$ cat config.mk
export PLATFORM = sky130hd
export DESIGN_NAME = gas_valve_sequencer_unit
export DESIGN_NICKNAME = d
export VERILOG_FILES = /design/src/design/gvs_pkg.sv /design/src/design/gvs_chan_step.sv /design/src/design/gas_valve_sequencer_unit.sv
export SDC_FILE = /design/constraint.sdc
export NUM_CORES = 1
export LEC_CHECK = 0
export BUFFER_PORTS_ARGS = -buffer_cell sky130_fd_sc_hd__buf_2
export CELL_PAD_IN_SITES_DETAIL_PLACEMENT = 1
export CELL_PAD_IN_SITES_GLOBAL_PLACEMENT = 2
export CORE_MARGIN = 8
export CORE_UTILIZATION = 42
export DETAILED_ROUTE_END_ITERATION = 6
export GPL_ROUTABILITY_DRIVEN = 0
export PLACE_DENSITY_LB_ADDON = 0.1
export SLEW_MARGIN = 15
export SYNTH_ARGS = -nofsm -noshare
export SYNTH_HDL_FRONTEND = slang
export SYNTH_SLANG_ARGS = --single-unit
$ cat constraint.sdc
create_clock -name clk -period 6.8 [get_ports clk]
set_clock_uncertainty 0.2 [all_clocks]
set_input_delay 1.7 -clock clk [delete_from_list [all_inputs] [get_ports clk]]
set_output_delay 1.7 -clock clk [all_outputs]
set_load 0.005 [all_outputs]
$ cat src/design/gvs_pkg.sv
// types and constants shared by the gas valve sequencer
// step codes, request codes, status codes, register indexes, channel state record
// no dependencies
`timescale 1ns / 1ps
`default_nettype none

package gvs_pkg;

  typedef enum logic [6:0] {
    STEP_IDLE     = 7'b0000001,
    STEP_START    = 7'b0000010,
    STEP_SWAIT    = 7'b0000100,
    STEP_RUN      = 7'b0001000,
    STEP_STOP     = 7'b0010000,
    STEP_TWAIT    = 7'b0100000,
    STEP_DISABLED = 7'b1000000
  } step_t;

  typedef enum logic [2:0] {
    REQ_NONE    = 3'd0,
    REQ_START   = 3'd1,
    REQ_STOP    = 3'd2,
    REQ_HALT    = 3'd3,
    REQ_RESTART = 3'd4,
    REQ_FORCE   = 3'd5
  } req_t;

  localparam logic [1:0] STAT_STOPPED  = 2'd0;
  localparam logic [1:0] STAT_STARTDLY = 2'd1;
  localparam logic [1:0] STAT_RUN      = 2'd2;
  localparam logic [1:0] STAT_STOPDLY  = 2'd3;

  localparam logic [1:0] REG_START_DELAY  = 2'd0;
  localparam logic [1:0] REG_STOP_DELAY   = 2'd1;
  localparam logic [1:0] REG_FLOW_TIMEOUT = 2'd2;

  localparam int CFG_W = 16;

  typedef struct packed {
    step_t       step;
    logic        valve;
    logic [1:0]  status;
    logic [15:0] dly;
    logic [15:0] tcnt;
    logic        trun;
    logic        tarm;
    logic        tnz;
  } chan_state_t;

  localparam chan_state_t CHAN_RESET = '{
    step:   STEP_IDLE,
    valve:  1'b0,
    status: STAT_STOPPED,
    dly:    16'd0,
    tcnt:   16'd0,
    trun:   1'b0,
    tarm:   1'b0,
    tnz:    1'b0
  };

  typedef struct packed {
    logic [15:0] start_dly;
    logic [15:0] stop_dly;
    logic [15:0] flow_tmo;
  } cfg_t;

  typedef struct packed {
    logic [2:0] req;
    logic       dis;
    logic       fitted;
    logic       flow;
  } tick_in_t;

  typedef struct packed {
    logic       timeout_error;
    logic [1:0] status;
    logic       valve_on;
  } result_t;

endpackage

`default_nettype wire

$ cat src/design/gvs_chan_step.sv
// one scan tick of one ready channel: command, step machine and flow supervisor
// combinational; uses gvs_pkg
`timescale 1ns / 1ps
`default_nettype none

module gvs_chan_step (
  input  gvs_pkg::chan_state_t cur,
  input  gvs_pkg::tick_in_t    tick,
  input  gvs_pkg::cfg_t        cfg,
  output gvs_pkg::chan_state_t nxt,
  output gvs_pkg::result_t     res
);

  always_comb begin
    gvs_pkg::step_t st;
    logic           sw;
    logic           active;
    logic           err;
    nxt    = cur;
    err    = 1'b0;
    sw     = tick.fitted ? tick.flow : cur.valve;
    st     = cur.step;
    active = (st == gvs_pkg::STEP_START) || (st == gvs_pkg::STEP_SWAIT) ||
             (st == gvs_pkg::STEP_RUN);

    if (tick.dis) begin
      st        = gvs_pkg::STEP_DISABLED;
      nxt.valve = 1'b0;
      if (tick.req inside {gvs_pkg::REQ_FORCE, gvs_pkg::REQ_START}) begin
        nxt.status = gvs_pkg::STAT_RUN;
      end else if (tick.req inside {gvs_pkg::REQ_HALT, gvs_pkg::REQ_RESTART,
                                    gvs_pkg::REQ_STOP}) begin
        nxt.status = gvs_pkg::STAT_STOPPED;
      end else if (cur.status != gvs_pkg::STAT_STOPPED &&
                   cur.status != gvs_pkg::STAT_RUN) begin
        nxt.status = gvs_pkg::STAT_STOPPED;
      end
    end else begin
      case (tick.req)
        gvs_pkg::REQ_HALT, gvs_pkg::REQ_RESTART: begin
          st = gvs_pkg::STEP_IDLE;
        end
        gvs_pkg::REQ_START: begin
          if (!active) st = gvs_pkg::STEP_START;
        end
        gvs_pkg::REQ_STOP: begin
          if (active) st = gvs_pkg::STEP_STOP;
        end
        gvs_pkg::REQ_FORCE: begin
          st = gvs_pkg::STEP_RUN;
        end
        default: begin
        end
      endcase
    end

    case (st)
      gvs_pkg::STEP_IDLE: begin
        nxt.valve  = 1'b0;
        nxt.status = gvs_pkg::STAT_STOPPED;
      end
      gvs_pkg::STEP_START: begin
        nxt.status = gvs_pkg::STAT_STARTDLY;
        nxt.valve  = 1'b1;
        if (cfg.start_dly != 16'd0) begin
          nxt.dly = cfg.start_dly;
          st      = gvs_pkg::STEP_SWAIT;
        end else begin
          st = gvs_pkg::STEP_RUN;
        end
      end
      gvs_pkg::STEP_SWAIT: begin
        nxt.valve = 1'b1;
        if (cur.dly == 16'd0) st = gvs_pkg::STEP_RUN;
      end
      gvs_pkg::STEP_RUN: begin
        nxt.valve  = 1'b1;
        nxt.status = gvs_pkg::STAT_RUN;
      end
      gvs_pkg::STEP_STOP: begin
        nxt.valve  = 1'b1;
        nxt.status = gvs_pkg::STAT_STOPDLY;
        if (cfg.stop_dly != 16'd0) begin
          nxt.dly = cfg.stop_dly;
          st      = gvs_pkg::STEP_TWAIT;
        end else begin
          st = gvs_pkg::STEP_IDLE;
        end
      end
      gvs_pkg::STEP_TWAIT: begin
        nxt.valve = 1'b1;
        if (cur.dly == 16'd0) st = gvs_pkg::STEP_IDLE;
      end
      default: begin
      end
    endcase
    if (nxt.dly != 16'd0) nxt.dly = nxt.dly - 16'd1;

    // flow supervisor works on the valve drive just decided
    if (cur.trun && cur.tcnt == 16'd0) begin
      nxt.trun = 1'b0;
      if (cur.tnz) begin
        err = 1'b1;
        st  = gvs_pkg::STEP_IDLE;
      end
    end else if (!sw && nxt.valve && !cur.tarm) begin
      nxt.tcnt = cfg.flow_tmo;
      nxt.tnz  = (cfg.flow_tmo != 16'd0);
      nxt.trun = 1'b1;
      nxt.tarm = 1'b1;
    end else if (sw || !nxt.valve) begin
      nxt.trun = 1'b0;
      nxt.tarm = 1'b0;
    end
    if (nxt.trun && nxt.tcnt != 16'd0) nxt.tcnt = nxt.tcnt - 16'd1;

    nxt.step          = st;
    res.valve_on      = nxt.valve;
    res.status        = nxt.status;
    res.timeout_error = err;
  end

endmodule

`default_nettype wire

$ cat src/design/gas_valve_sequencer_unit.sv
// top level of the gas valve sequencer: stream ports, tick registers, channel state
// uses gvs_pkg and gvs_chan_step
`timescale 1ns / 1ps
`default_nettype none

// Each input transaction is one scan tick for one valve channel; it yields exactly one
// result transaction. The unit takes one transaction per clock unless the output is stalled;
// a result passes through the input register, then the result register. Channel state is read,
// updated and written back while the tick is in the input register, at the same edge the
// result is registered, so ticks for the same channel may follow each other directly. Ticks
// for a channel at or above NUM_CHANNELS give an all-zero result. The user must write the
// delay and timeout registers via cfg while no tick is in flight; the block does not check.
module gas_valve_sequencer_unit #(
  parameter int NUM_CHANNELS = 4
) (
  input  wire                        clk,
  input  wire                        rst,
  input  wire                        cfg_we,
  input  wire  [1:0]                 cfg_addr,
  input  wire  [gvs_pkg::CFG_W-1:0]  cfg_wdata,
  input  wire                        s_tvalid,
  output logic                       s_tready,
  // channel[1:0], req_type[4:2], disable_req[5], config_ready[6], sensor_fitted[7],
  // flow_switch[8], zero fill [15:9]
  input  wire  [15:0]                s_tdata,
  output logic                       m_tvalid,
  input  wire                        m_tready,
  // valve_on[0], status[2:1], timeout_error[3], zero fill [7:4]
  output logic [7:0]                 m_tdata
);

  localparam int IDX_W = (NUM_CHANNELS > 1) ? $clog2(NUM_CHANNELS) : 1;

  gvs_pkg::cfg_t        cfg;
  gvs_pkg::chan_state_t ch_state [NUM_CHANNELS];

  logic                 s1_valid;
  logic [1:0]           s1_channel;
  gvs_pkg::tick_in_t    s1_tick;
  logic                 s1_ready_bit;
  logic                 s1_adv;

  logic [IDX_W+1:0]     ch_ext;
  logic [IDX_W-1:0]     idx;
  logic                 in_range;
  gvs_pkg::chan_state_t cur;
  gvs_pkg::chan_state_t nxt;
  gvs_pkg::result_t     res;
  gvs_pkg::result_t     res_sel;

  // tick registers
  always_ff @(posedge clk) begin
    if (rst) begin
      cfg <= '0;
    end else if (cfg_we) begin
      case (cfg_addr)
        gvs_pkg::REG_START_DELAY:  cfg.start_dly <= cfg_wdata;
        gvs_pkg::REG_STOP_DELAY:   cfg.stop_dly  <= cfg_wdata;
        gvs_pkg::REG_FLOW_TIMEOUT: cfg.flow_tmo  <= cfg_wdata;
        default: begin
        end
      endcase
    end
  end

  assign s1_adv   = s1_valid && (!m_tvalid || m_tready);
  assign s_tready = !s1_valid || s1_adv;

  // input register
  always_ff @(posedge clk) begin
    if (rst) begin
      s1_valid <= 1'b0;
    end else if (s_tready) begin
      s1_valid <= s_tvalid;
    end
  end

  always_ff @(posedge clk) begin
    if (s_tvalid && s_tready) begin
      s1_channel     <= s_tdata[1:0];
      s1_tick.req    <= s_tdata[4:2];
      s1_tick.dis    <= s_tdata[5];
      s1_ready_bit   <= s_tdata[6];
      s1_tick.fitted <= s_tdata[7];
      s1_tick.flow   <= s_tdata[8];
    end
  end

  assign ch_ext   = {{IDX_W{1'b0}}, s1_channel};
  assign idx      = ch_ext[IDX_W-1:0];
  assign in_range = (ch_ext < (IDX_W+2)'(NUM_CHANNELS));
  assign cur      = ch_state[idx];

  gvs_chan_step u_step (
    .cur  (cur),
    .tick (s1_tick),
    .cfg  (cfg),
    .nxt  (nxt),
    .res  (res)
  );

  always_comb begin
    res_sel = '0;
    if (in_range) begin
      if (s1_ready_bit) begin
        res_sel = res;
      end else begin
        res_sel.valve_on = cur.valve;
        res_sel.status   = cur.status;
      end
    end
  end

  // channel state write-back
  always_ff @(posedge clk) begin
    if (rst) begin
      for (int i = 0; i < NUM_CHANNELS; i++) begin
        ch_state[i] <= gvs_pkg::CHAN_RESET;
      end
    end else if (s1_adv && in_range && s1_ready_bit) begin
      ch_state[idx] <= nxt;
    end
  end

  // result register
  always_ff @(posedge clk) begin
    if (rst) begin
      m_tvalid <= 1'b0;
    end else if (!m_tvalid || m_tready) begin
      m_tvalid <= s1_valid;
    end
  end

  always_ff @(posedge clk) begin
    if (s1_adv) begin
      m_tdata <= {4'b0000, res_sel};
    end
  end

  a_reset_empty : assert property (@(posedge clk) rst |=> (!m_tvalid && !s1_valid))
    else $error("pipeline not empty after reset");

  a_out_of_range_zero : assert property (@(posedge clk) disable iff (rst)
    (s1_adv && !in_range) |=> (m_tvalid && m_tdata == 8'd0))
    else $error("out of range channel gave a nonzero result");

  a_not_ready_holds : assert property (@(posedge clk) disable iff (rst)
    (s1_adv && in_range && !s1_ready_bit) |=> (ch_state[$past(idx)] == $past(cur)))
    else $error("channel state changed on a tick with config not ready");

endmodule

`default_nettype wire

# Yosys cells after proc, flatten, opt, wreduce, memory -nomap -nowiden
# Memories as Yosys holds them, arrays and structs flattened. A register that Yosys moved wholly into a read port is not among the register bits.
# Cells that the tools add are included.
dict set report word_totals {
  regBits 63
  mem_bits_rw 180
  input_bits 39
  out_inout_bits 10
  n_memories 1
}
# name words word_bits read_ports rd_clocked_by_memory_dff write_ports line
set mem_list {}
lappend mem_list {ch_state 4 45 1 1 4 gas_valve_sequencer_unit.sv:35} ;# gvs_pkg::chan_state_t ch_state [NUM_CHANNELS];
dict set report op_classes {
  add_sub_neg 2
  magnitude_cmp 1
  n_eq_ne 17
  n_mux 41
  reduce_logical 37
}
# operator n
set ops {}
lappend ops {{$mux W16} 6}
lappend ops {{$reduce_bool A16 Y1} 5}
lappend ops {{$pmux W7 S4} 2}
lappend ops {{$mux W7} 7}
lappend ops {{$mux W45} 1}
lappend ops {{$reduce_or A45 Y1} 1}
lappend ops {{$logic_not A16 Y1} 2}
lappend ops {{$pmux W16 S2} 1}
lappend ops {{$sub A16 B1 Y16 const B} 2}
lappend ops {{$mux W2} 8}
lappend ops {{$eq A7 B2 Y1 const B} 2}
lappend ops {{$eq A7 B3 Y1 const B} 2}
lappend ops {{$eq A7 B4 Y1 const B} 2}
lappend ops {{$mux W1} 10}
lappend ops {{$logic_and A1 B1 Y1} 9}
lappend ops {{$pmux W2 S4} 1}
lappend ops {{$eq A7 B1 Y1 const B} 1}
lappend ops {{$eq A7 B5 Y1 const B} 1}
lappend ops {{$eq A7 B6 Y1 const B} 1}
lappend ops {{$eq A3 B2 Y1 const B} 2}
lappend ops {{$eq A3 B3 Y1 const B} 2}
lappend ops {{$mux W3} 2}
lappend ops {{$mux W6} 1}
lappend ops {{$reduce_and A2 Y1} 3}
lappend ops {{15 further kinds} 24}

# Longest topological paths before layout
dict set report depth {
  ltp_word 17
  depth_mapped 16
}

# Cells and area by module
# From an unflattened synthesis, not the netlist that was laid out.
dict set report hier_totals {
  hier_cells 1077
  area_unflattened_um2 12579.6
}
# module instances cells_per_inst area_each_um2 seq_area_each_um2
set by_module_without_submodules {}
lappend by_module_without_submodules {gas_valve_sequencer_unit 1 712 10218.6 6836.6}
lappend by_module_without_submodules {gvs_chan_step 1 365 2361.0 0.0}

# Worst setup path before layout
# OpenSTA, ideal clock, no wires.
dict set report synth_timing {
  path_kind {input-to-reg}
  startpoint {input m_tready}
  endpoint {memory ch_state[0][0] (netlist bit) (enable)}
  setup_time_ps 410
  t_arrival_ps 4143
  slack_ps 2047
  stages 8
  cell_sequence {nor2b_1 nor2b_1 nand2_1 or2_2 clkbuf_1 or3_1 clkbuf_1 nand2b_1}
}
# item line
set synth_rtl {}
lappend synth_rtl {{start: declaration} gas_valve_sequencer_unit.sv:27} ;# input wire m_tready,
lappend synth_rtl {{end: declaration} gas_valve_sequencer_unit.sv:35}

==> results.ini <==
[synth]
avgSynthCellArea_um2 = 11.1
yosys.cell_count.top_type = nor2_1
synth_top_cell_by_area = edfxtp_1
async_flop_share_pct = 0
netlist_top_cells_count = 204 x nor2_1, 193 x edfxtp_1, 136 x nand2_1, 70 x a21oi_1, 52 x dfxtp_1
netlist_area_mm2 = 0.0122
synth_area_leaders = edfxtp_1 48%, dfxtp_1 8.5%, mux4_2 7.6%
synth_cell_type_count = 75
synth_edf_count = 193
yosys_warnings = 0
synth_cells = 1095
synth_seq_area_share_pct = 56.1
synth.top_cell.area_share_pct = 47.6
ys_ff_latch = 245
synthFlopType = edfxtp_1

[timing]
rsz0062_at_grt = false
tightest_slew_ns = 0.893
max_slew_margin_pct = 40.3
hold_viol_final = 0
tns_ns = 0
timing.fmax_mhz = 168
setup_ws_ns = 0.846
min_period_ns = 5.95
period_share_pct = 87.6
setup_viol = 0
slew_viol_final = 0

[finish]
multi_input_area_mm2 = 0.00503
antenna_cells = 0
synthToLayoutAreaGrowth_pct = 11.5
fin_area_mm2 = 0.0136
fin_nets = 1157
drive_above_1_share_pct = 15.4
fillers = 3053
register_area_mm2 = 0.00684

[critical_path]
slowest_stage = mux4_2
critPathMaxFanout = 15
required_ns = 6.87
crit_path_end_kind = flop
slowest_delay_ns = 0.65
arrival_ns = 6.03
startpoint_type = flop
crit_chain = buf_4 > mux4_2 > nor4b_1 > a211oi_2 > nor2_2 > o21ai_1 > a221oi_1 > ha_1 > o211a_1 > nand4_1 > and4_1 > a221oi_2 > nor2_1
crit_type = flop to flop

[clock_network]
clkTransAtPathRegs_ns = 0.06
cts_tree = done
cts_buffer_depth = 3
cts_max_level = 1
clock_sinks = 245
cts_inserted_buffers = 27
cts_hold_buf = 0
cts_setup_buffers = 0
cts-resized-gates = 0
cts_root_buf = clkbuf_16
clk_latency_ns = 0.55

[pwr]
power.density_mw_per_mm2 = 266
ir_drop_v = 0.000177
p_leak_uw = 0.00485

[floorplan]
dieArea_mm2 = 0.0347
start_util_pct = 42.6
ios = 49
rows = 62
dieHeight_um = 186
die_w_um = 186
core_area_mm2 = 0.0286

[global_routing]
overflow = 0
grt_max_degree = 56
track_usage_pct = 19.4
grt_pass1_wl_um = 54300
antenna_found_initial = 0
grt_pass1_vias = 9197

[placement]
io_buffers = 37
place_area_mm2 = 0.0128
post-place-ws_ns = 0.860
hpwl_um = 23400

[routing]
drtAntennaViolNets = 0
drt_pass1_iterations = 4
drt_iter0_markers = 488
wl_um = 34000
vias = 8578
drc_errors = 0
vias_per_cell = 5.64
wl_per_cell_um = 22.4

[status]
outcome = completed

[run]
drv_cap = 0

[hold_path]
hp-class = flop to flop

==> where the power goes <==
group / total [µW] / internal (µW) / switching (µW)
logic: 505 / 177 / 328
registers: 1710 / 1680 / 34.3
clock network: 1390 / 800 / 593
total: 3610 / 2650 / 956
==> worst max-delay path, delay by kind of cell (launching register included) <==
kind,cells,cell delay (ns)
flip-flops,1,0.60
AND/OR/NAND/NOR,5,1.56
buffers and inverters,1,0.40
adder cells (fa/ha/maj),1,0.30
multiplexers,1,0.65
AO/OA/AOI/OAI,5,1.93
==> logic make-up after synthesis <==
group	Yosys count	synth area share, %
other cells	1	0.0308
fa+ha+maj	1	0.103
xor+xnor	25	1.80
buf+inv	82	2.94
mux	67	10.2
flops	245	56.1
simple gates	501	19.3
compound gates	173	9.55
==> state kept, by name (all words and copies together), names as in the netlist, named ones only <==
register      cells
s1_valid          1
m_tdata           4
ch_state        180
cfg              48
m_tvalid          1
idx               2
s1_ready_bit      1
s1_tick           6
==> stage by stage <==
| step | hold slack, ns | total power [µW] | util, % | instances |
|---|---|---|---|---|
| 2_1_floorplan | 0.240 | 2090 | - | 1098 |
| 3_3_place_gp | 0.260 | 2240 | 44.6 | 1472 |
| 3_5_place_dp | 0.269 | 2250 | 44.6 | 1472 |
| 4_1_cts | 0.276 | 3640 | 47.4 | 1520 |
| 5_1_grt | 0.298 | 3750 | 47.4 | 1520 |
| 6_report | 0.271 | 3610 | 47.4 | 1520 |
==> layout by cell type, fill, tap and decap left out, types with 5 or more instances in the layout <==
cell,n
and3_1,12
a221oi_1,9
inv_1,14
nand4_1,10
xnor2_1,7
and4_1,5
a21oi_1,70
nor2_1,204
clkinv_1,7
nor4b_1,5
mux2_2,5
or4_1,6
nor2b_1,6
o211ai_1,6
a22oi_1,5
clkbuf_1,7
or2_2,11
buf_2,37
a21o_1,9
o21ai_0,12
dfxtp_1,50
a22o_1,5
and2_1,5
mux4_2,41
o21a_1,6
mux2i_1,18
edfxtp_1,193
buf_4,20
clkbuf_16,27
or3_1,9
nor3b_1,12
nor3_1,29
nand3_1,10
a31oi_1,7
o31ai_1,5
nor4_1,14
nand2_1,135
xor2_1,18
==> worst paths after layout <==
kind                          end  startpoint  depth (start not counted)  slack, ns
setup reg to reg  ch_state[1][30]        flop                         13       0.85
setup / recovery  ch_state[1][30]        flop                         13       0.85
hold / removal            cfg[39]     cfg[39]                          2       0.27
hold reg to reg           cfg[39]     cfg[39]                          2       0.27
==> routing by layer <==
| layer | wire length (µm) | share of wire (%) | vias to the layer above | GRT usage (%) |
|---|---|---|---|---|
| met4 | 782 | 2.3 | 0 | 4.90 |
| li1 | - | - | 4088 | - |
| met2 | 17000 | 50 | 118 | 34.1 |
| met3 | 1030 | 3.0 | 57 | 2.59 |
| met5 | 0 | 0 | - | 0 |
| met1 | 15200 | 45 | 4315 | 25.0 |
==> final cells by class <==
class	count	share of cell area (%)
flip-flops and latches	245	50.4
clock inverters	14	0.866
inverters	14	0.387
well taps	384	3.54
clock buffers	34	5.17
multi-input cells	771	37.1
repair buffers	58	2.62
No activity file was read; power rests on OpenSTA's default activity.
